--- config.mk ---
export PLATFORM = sky130hd
export DESIGN_NAME = alpha_over_blend_unit
export DESIGN_NICKNAME = d
export VERILOG_FILES = /design/src/rtl/core/aob_pkg.sv /design/src/rtl/core/aob_premul.sv /design/src/rtl/core/aob_divider.sv /design/src/rtl/core/alpha_over_blend_unit.sv
export VERILOG_INCLUDE_DIRS = /design/src /design/src/rtl/core
export SDC_FILE = /design/constraint.sdc
export NUM_CORES = 2
export LEC_CHECK = 0
export BUFFER_PORTS_ARGS = -buffer_cell sky130_fd_sc_hd__buf_2
export CAP_MARGIN = 20
export CORE_ASPECT_RATIO = 1.75
export CORE_MARGIN = 2
export CORE_UTILIZATION = 65
export CTS_CLUSTER_SIZE = 20
export DETAILED_ROUTE_END_ITERATION = 16
export PLACE_DENSITY = 0.82
export SETUP_SLACK_MARGIN = 0.1
export SYNTH_ARGS = -nofsm -noshare
export SYNTH_HDL_FRONTEND = slang
export SYNTH_HIERARCHICAL = 1
export SYNTH_SLANG_ARGS = --single-unit
--- constraint.sdc ---
create_clock -name clk -period 11.9 [get_ports clk]
set_input_delay 0.595 -clock clk [delete_from_list [all_inputs] [get_ports clk]]
set_output_delay 0.595 -clock clk [all_outputs]
set_load 0.03 [all_outputs]
--- src/rtl/core/alpha_over_blend_unit_assert.svh ---
// assertion macros for the blend unit rtl
`ifndef ALPHA_OVER_BLEND_UNIT_ASSERT_SVH
`define ALPHA_OVER_BLEND_UNIT_ASSERT_SVH

// antecedent implies consequent in the same cycle
`define AOB_ASSERT_NOW(lbl, ante, cons, msg) \
  lbl: assert property (@(posedge clk) disable iff (rst) (ante) |-> (cons)) else $error(msg);

// antecedent implies consequent in the next cycle
`define AOB_ASSERT_NEXT(lbl, ante, cons, msg) \
  lbl: assert property (@(posedge clk) disable iff (rst) (ante) |=> (cons)) else $error(msg);

`endif

--- src/rtl/core/aob_pkg.sv ---
`timescale 1ns / 1ps
package aob_pkg;

  localparam int unsigned COORD_W = 12;
  localparam int unsigned CHAN_W  = 8;
  localparam int unsigned DEN_W   = 16;
  localparam int unsigned NUM_W   = 24;
  localparam int unsigned NCHAN   = 3;
  localparam int unsigned QUO_W   = 8;

  // floor(x / 255) == (x * 32897) >> 23 for every x below 2**16
  localparam logic [31:0] RECIP_255   = 32'd32897;
  localparam int unsigned RECIP_SHIFT = 23;

  typedef struct packed {
    logic [COORD_W-1:0]            x;
    logic [COORD_W-1:0]            y;
    logic [NCHAN-1:0][CHAN_W-1:0]  src;
    logic [NCHAN-1:0][CHAN_W-1:0]  dst;
    logic [CHAN_W-1:0]             sa;
    logic [CHAN_W-1:0]             da;
  } aob_pix_t;

  typedef struct packed {
    logic [COORD_W-1:0]            x;
    logic [COORD_W-1:0]            y;
    logic [DEN_W-1:0]              den;
    logic [DEN_W-1:0]              wd;
    logic [NCHAN-1:0][DEN_W-1:0]   ps;
    logic [NCHAN-1:0][CHAN_W-1:0]  dc;
  } aob_prod_t;

  typedef struct packed {
    logic [COORD_W-1:0]            x;
    logic [COORD_W-1:0]            y;
    logic [DEN_W-1:0]              den;
    logic [CHAN_W-1:0]             alpha;
    logic [NCHAN-1:0][NUM_W-1:0]   rem;
    logic [NCHAN-1:0][QUO_W-1:0]   quo;
  } aob_div_t;

endpackage

--- src/rtl/core/aob_premul.sv ---
`timescale 1ns / 1ps
module aob_premul (
  input  logic             clk,
  input  logic             rst,
  input  logic             in_valid,
  output logic             in_ready,
  input  aob_pkg::aob_pix_t pix,
  output logic             mid_valid,
  input  logic             mid_ready,
  output aob_pkg::aob_div_t mid
);

  localparam int unsigned CHAN_W_LOC = aob_pkg::CHAN_W;

  logic              v1;
  aob_pkg::aob_prod_t p1;
  aob_pkg::aob_prod_t p1_next;
  logic              en1;
  logic              en2;
  aob_pkg::aob_div_t mid_next;
  logic [31:0]       alpha_prod;

  assign en2      = !mid_valid || mid_ready;
  assign en1      = !v1 || en2;
  assign in_ready = en1;

  // stage 1: alpha weights and source products
  always_comb begin
    logic [CHAN_W_LOC-1:0] ia;
    ia            = 8'hFF - pix.sa;
    p1_next.x     = pix.x;
    p1_next.y     = pix.y;
    p1_next.wd    = 16'(ia) * 16'(pix.da);
    p1_next.den   = ({pix.sa, 8'h00} - {8'h00, pix.sa}) + p1_next.wd;
    for (int c = 0; c < aob_pkg::NCHAN; c++) begin
      p1_next.ps[c] = 16'(pix.src[c]) * 16'(pix.sa);
      p1_next.dc[c] = pix.dst[c];
    end
  end

  // stage 2: channel numerators and output alpha
  assign alpha_prod = 32'(p1.den) * aob_pkg::RECIP_255;

  always_comb begin
    mid_next.x     = p1.x;
    mid_next.y     = p1.y;
    mid_next.den   = p1.den;
    mid_next.alpha = alpha_prod[aob_pkg::RECIP_SHIFT +: aob_pkg::CHAN_W];
    mid_next.quo   = '0;
    for (int c = 0; c < aob_pkg::NCHAN; c++) begin
      mid_next.rem[c] = ({p1.ps[c], 8'h00} - 24'(p1.ps[c]))
                      + 24'(p1.wd) * 24'(p1.dc[c]);
    end
  end

  always_ff @(posedge clk) begin
    if (rst) begin
      v1        <= 1'b0;
      mid_valid <= 1'b0;
    end else begin
      if (en1) v1 <= in_valid;
      if (en2) mid_valid <= v1;
    end
  end

  always_ff @(posedge clk) begin
    if (en1 && in_valid) p1 <= p1_next;
    if (en2 && v1) mid <= mid_next;
  end

endmodule

--- src/rtl/core/aob_divider.sv ---
`timescale 1ns / 1ps
module aob_divider (
  input  logic              clk,
  input  logic              rst,
  input  logic              mid_valid,
  output logic              mid_ready,
  input  aob_pkg::aob_div_t mid,
  output logic              res_valid,
  input  logic              res_ready,
  output aob_pkg::aob_div_t res
);

  localparam int unsigned NST = aob_pkg::QUO_W;

  logic              v  [NST];
  logic              en [NST];
  aob_pkg::aob_div_t st [NST];

  assign mid_ready = en[0];
  assign res_valid = v[NST-1];
  assign res       = st[NST-1];

  genvar k;
  generate
    for (k = 0; k < NST; k++) begin : g_stage
      logic              up_v;
      aob_pkg::aob_div_t up;
      aob_pkg::aob_div_t nxt;

      if (k == 0) begin : g_first
        assign up_v = mid_valid;
        assign up   = mid;
      end else begin : g_rest
        assign up_v = v[k-1];
        assign up   = st[k-1];
      end

      if (k == NST-1) begin : g_last
        assign en[k] = !v[k] || res_ready;
      end else begin : g_mid
        assign en[k] = !v[k] || en[k+1];
      end

      // one restoring step per channel, quotient bit NST-1-k
      always_comb begin
        logic [aob_pkg::NUM_W-1:0] dsh;
        dsh = aob_pkg::NUM_W'(up.den) << (NST - 1 - k);
        nxt = up;
        for (int c = 0; c < aob_pkg::NCHAN; c++) begin
          if (up.rem[c] >= dsh) begin
            nxt.rem[c]             = up.rem[c] - dsh;
            nxt.quo[c][NST - 1 - k] = 1'b1;
          end
        end
      end

      always_ff @(posedge clk) begin
        if (rst) begin
          v[k] <= 1'b0;
        end else if (en[k]) begin
          v[k] <= up_v;
        end
      end

      always_ff @(posedge clk) begin
        if (en[k] && up_v) st[k] <= nxt;
      end
    end
  endgenerate

endmodule

--- src/rtl/core/alpha_over_blend_unit.sv ---
`timescale 1ns / 1ps
// 2 product stages plus 8 divide stages from input transfer to result valid
// one pixel per clock unless the output stalls; 8-stage restoring divider, one quotient bit a stage
// each stage holds its own valid bit, so bubbles are squeezed out while the output stalls
// reset: synchronous active-high rst clears all valid bits, pixel data registers are not reset
`include "alpha_over_blend_unit_assert.svh"
module alpha_over_blend_unit (
  input  logic        clk,
  input  logic        rst,
  input  logic        in_valid,
  output logic        in_ready,
  input  logic [11:0] pos_x,
  input  logic [11:0] pos_y,
  input  logic [7:0]  src_red,
  input  logic [7:0]  src_green,
  input  logic [7:0]  src_blue,
  input  logic [7:0]  src_alpha,
  input  logic [7:0]  dst_red,
  input  logic [7:0]  dst_green,
  input  logic [7:0]  dst_blue,
  input  logic [7:0]  dst_alpha,
  output logic        out_valid,
  input  logic        out_ready,
  output logic [11:0] out_x,
  output logic [11:0] out_y,
  output logic [7:0]  out_red,
  output logic [7:0]  out_green,
  output logic [7:0]  out_blue,
  output logic [7:0]  out_alpha
);

  aob_pkg::aob_pix_t pix;
  logic              mid_valid;
  logic              mid_ready;
  aob_pkg::aob_div_t mid;
  aob_pkg::aob_div_t res;
  logic              den_zero;
  logic              rem_in_range;

  // gather the input pixel, channel order red, green, blue
  always_comb begin
    pix.x      = pos_x;
    pix.y      = pos_y;
    pix.src[0] = src_red;
    pix.src[1] = src_green;
    pix.src[2] = src_blue;
    pix.dst[0] = dst_red;
    pix.dst[1] = dst_green;
    pix.dst[2] = dst_blue;
    pix.sa     = src_alpha;
    pix.da     = dst_alpha;
  end

  // weights, numerators and output alpha
  aob_premul u_premul (
    .clk       (clk),
    .rst       (rst),
    .in_valid  (in_valid),
    .in_ready  (in_ready),
    .pix       (pix),
    .mid_valid (mid_valid),
    .mid_ready (mid_ready),
    .mid       (mid)
  );

  // per-channel numerator / combined coverage, last stage is the output register
  aob_divider u_divider (
    .clk       (clk),
    .rst       (rst),
    .mid_valid (mid_valid),
    .mid_ready (mid_ready),
    .mid       (mid),
    .res_valid (out_valid),
    .res_ready (out_ready),
    .res       (res)
  );

  // both alphas zero: fully transparent result, colors forced to zero
  assign den_zero  = (res.den == '0);
  assign out_x     = res.x;
  assign out_y     = res.y;
  assign out_red   = den_zero ? '0 : res.quo[0];
  assign out_green = den_zero ? '0 : res.quo[1];
  assign out_blue  = den_zero ? '0 : res.quo[2];
  assign out_alpha = res.alpha;

  // every channel remainder left below the divisor
  assign rem_in_range = (res.rem[0] < 24'(res.den)) && (res.rem[1] < 24'(res.den))
                     && (res.rem[2] < 24'(res.den));

  // input can only back up when every stage is full and the output is stalled
  `AOB_ASSERT_NOW(a_full_when_blocked, !in_ready, out_valid && !out_ready, "input blocked without full pipe")
  // an internal transfer held back keeps its data
  `AOB_ASSERT_NEXT(a_mid_hold, mid_valid && !mid_ready, mid_valid && $stable(mid), "mid stage lost data")
  // remainder after the last quotient bit is below the divisor
  `AOB_ASSERT_NOW(a_rem_below_den, out_valid && !den_zero, rem_in_range, "divider remainder out of range")

endmodule
==> results.ini <==
[cells_and_area]
nets=9539
regArea_um2=40200
multi_input_area_um2=45400
drive_above_1_share=0.0727
final_cell_mix=edfxtp_1, inv_1, ha_1, nand2_1, fa_1
final_common_cell=edfxtp_1
syn2layout_area_growth_pct=7.97
n_fill_cell=9649

[sta]
relSlewSlack=0.123
slew_violations=0
post-route-period-util=0.532
setup_viol=0
clock_skew_ps=72.9
max_freq_mhz=158
hold_viol_final=0
rsz0062_at_grt=no
finalSetupTns_ps=0
period_minus_slack_ps=6330
worst_pin_slew_ps=1310

[critical_path]
path_class=flip-flop to flip-flop
cp-start-kind=flip-flop
r2r_slack_ps=5570
rr_worst_depth=18
worstPathCellList=nand2_1 > fa_1 > inv_1 > fa_1 > fa_1 > inv_1 > fa_1 > fa_1 > inv_1 > ha_1 > a21oi_1 > nor2_1 > o311ai_1 > a21boi_1 > o21a_1 > o21ai_1 > nand2_1 > xor2_1
reg2reg_from=u_premul/p1[79]
cp-end-kind=flip-flop
cp_max_fo=24
slowest_delay_ps=1120
critPathSlowestCell=edfxtp_1
cp.required_ps=12390
crit_path_end=u_premul/mid[42]
critical_path.startpoint=u_premul/p1[79]
r2r-end=u_premul/mid[42]
crit_path_frequent_cell=fa_1
cp.arrival_ps=6820

[global_route]
grt_max_degree=89
grt_pass1_vias=63800
grt_pass1_wl_um=348000
gr-usage-all-layers=0.326
antenna_found_initial=1
grt_remaining_overflow=0

[route]
drtIter0Drc=3294
ant_nets=0
drtPass1Iterations=7
vias=60000
wire_per_inst_um=22.7
drt_wl_total_um=228000
drc_errors=0
avgViaCountPerCell=5.95

[synthesis]
synthCells=7980
syn_area_um2=89900
syn_area_per_cell_um2=11.3
synth-warning-count=6

[clock_network]
cts-buffers-inserted=115
cts.path.max_buffers=3
post_cts_resized=0
cts_sinks=1338
cts_root_buf=clkbuf_16
clk_pin_slew_ps=60
htree_levels=3
cts_tree=yes
clock_latency_ps=790

[min_path]
hp-class=input port to flip-flop

[floorplanning]
coreArea_um2=137000
rows=180
io_pins=150
start_util=0.655
die_x_um=285
die_y_um=496
die_area_um2=141000

[place]
gp_congestion=1.04
portBuffers=149
dpl.hpwl_um=179000

[outcome]
status=completed

[run]
maxCapViolCount=0

==> critical path, delay by kind of cell, from the launching register on <==
kind                     cells  cell delay [ps]
AO/OA/AOI/OAI                5             1400
XOR/XNOR                     1              140
adder cells (fa/ha/maj)      6             2890
buffers and inverters        3              150
flip-flops                   1             1120
AND/OR/NAND/NOR              3              390
==> registers in the layout, summed over array words and instances, names as in the netlist <==
signal / count
u_divider/st: 1080
u_premul/mid: 120
u_premul/p1: 88
u_premul/mid_next: 40
u_divider/v: 8
u_premul/mid_valid: 1
u_premul/v1: 1
==> metal layers <==
layer,share of wire,up-vias,GRT usage
met5,0,-,0
met4,0.11,0,0.303
met3,0.036,836,0.0393
met2,0.56,1853,0.642
met1,0.30,29100,0.275
li1,-,28200,-
==> through the flow <==
step | worst slack (ps) | instances | utilization | hold slack [ps] | area [um^2]
finish | 5570 | 10100 | 0.707 | 41.0 | 97100
global route | 5420 | 10100 | 0.707 | 17.7 | 97100
CTS | 5550 | 10100 | 0.706 | 2.00 | 97000
detailed placement | 5190 | 9815 | 0.675 | 405 | 92700
global placement | 5170 | 9813 | 0.675 | 400 | 92700
floorplan | 2910 | 8003 | - | 400 | 90000
==> cell type report <==
class / instances / area share
inverter: 1001 / 0.0387
clock buffer: 132 / 0.0307
clock inverter: 85 / 0.0102
antenna: 3 / 0.0000773
timing repair buffer: 240 / 0.0161
multi-input combinational: 5452 / 0.467
tap: 1820 / 0.0235
sequential: 1338 / 0.414
==> worst min-delay path by stage <==
| stage | startpoint | end | slack, ps | cells past startpoint |
|---|---|---|---|---|
| detailed placement | u_premul/mid[122] | u_divider/st[0][122] | 400 | 0 |
| finish | dst_green[1] | u_premul/p1[9] | 40 | 1 |
| global placement | u_divider/st[0][387] | u_divider/st[0][531] | 400 | 0 |
| global route | dst_green[1] | u_premul/p1[9] | 20 | 1 |
| floorplan | u_premul/mid[100] | u_divider/st[0][100] | 400 | 0 |
| CTS | pos_x[1] | u_premul/mid_next[133] | 2 | 1 |
==> timing repair <==
action | in CTS | in global routing
buffers inserted | 0 | 0
hold buffers | 29 | 2
hold endpoints to repair | 29 | 2
Power is left out: the tool's default activity adds up to more than one toggle a clock period on the data nets, which glitch-free logic cannot reach.
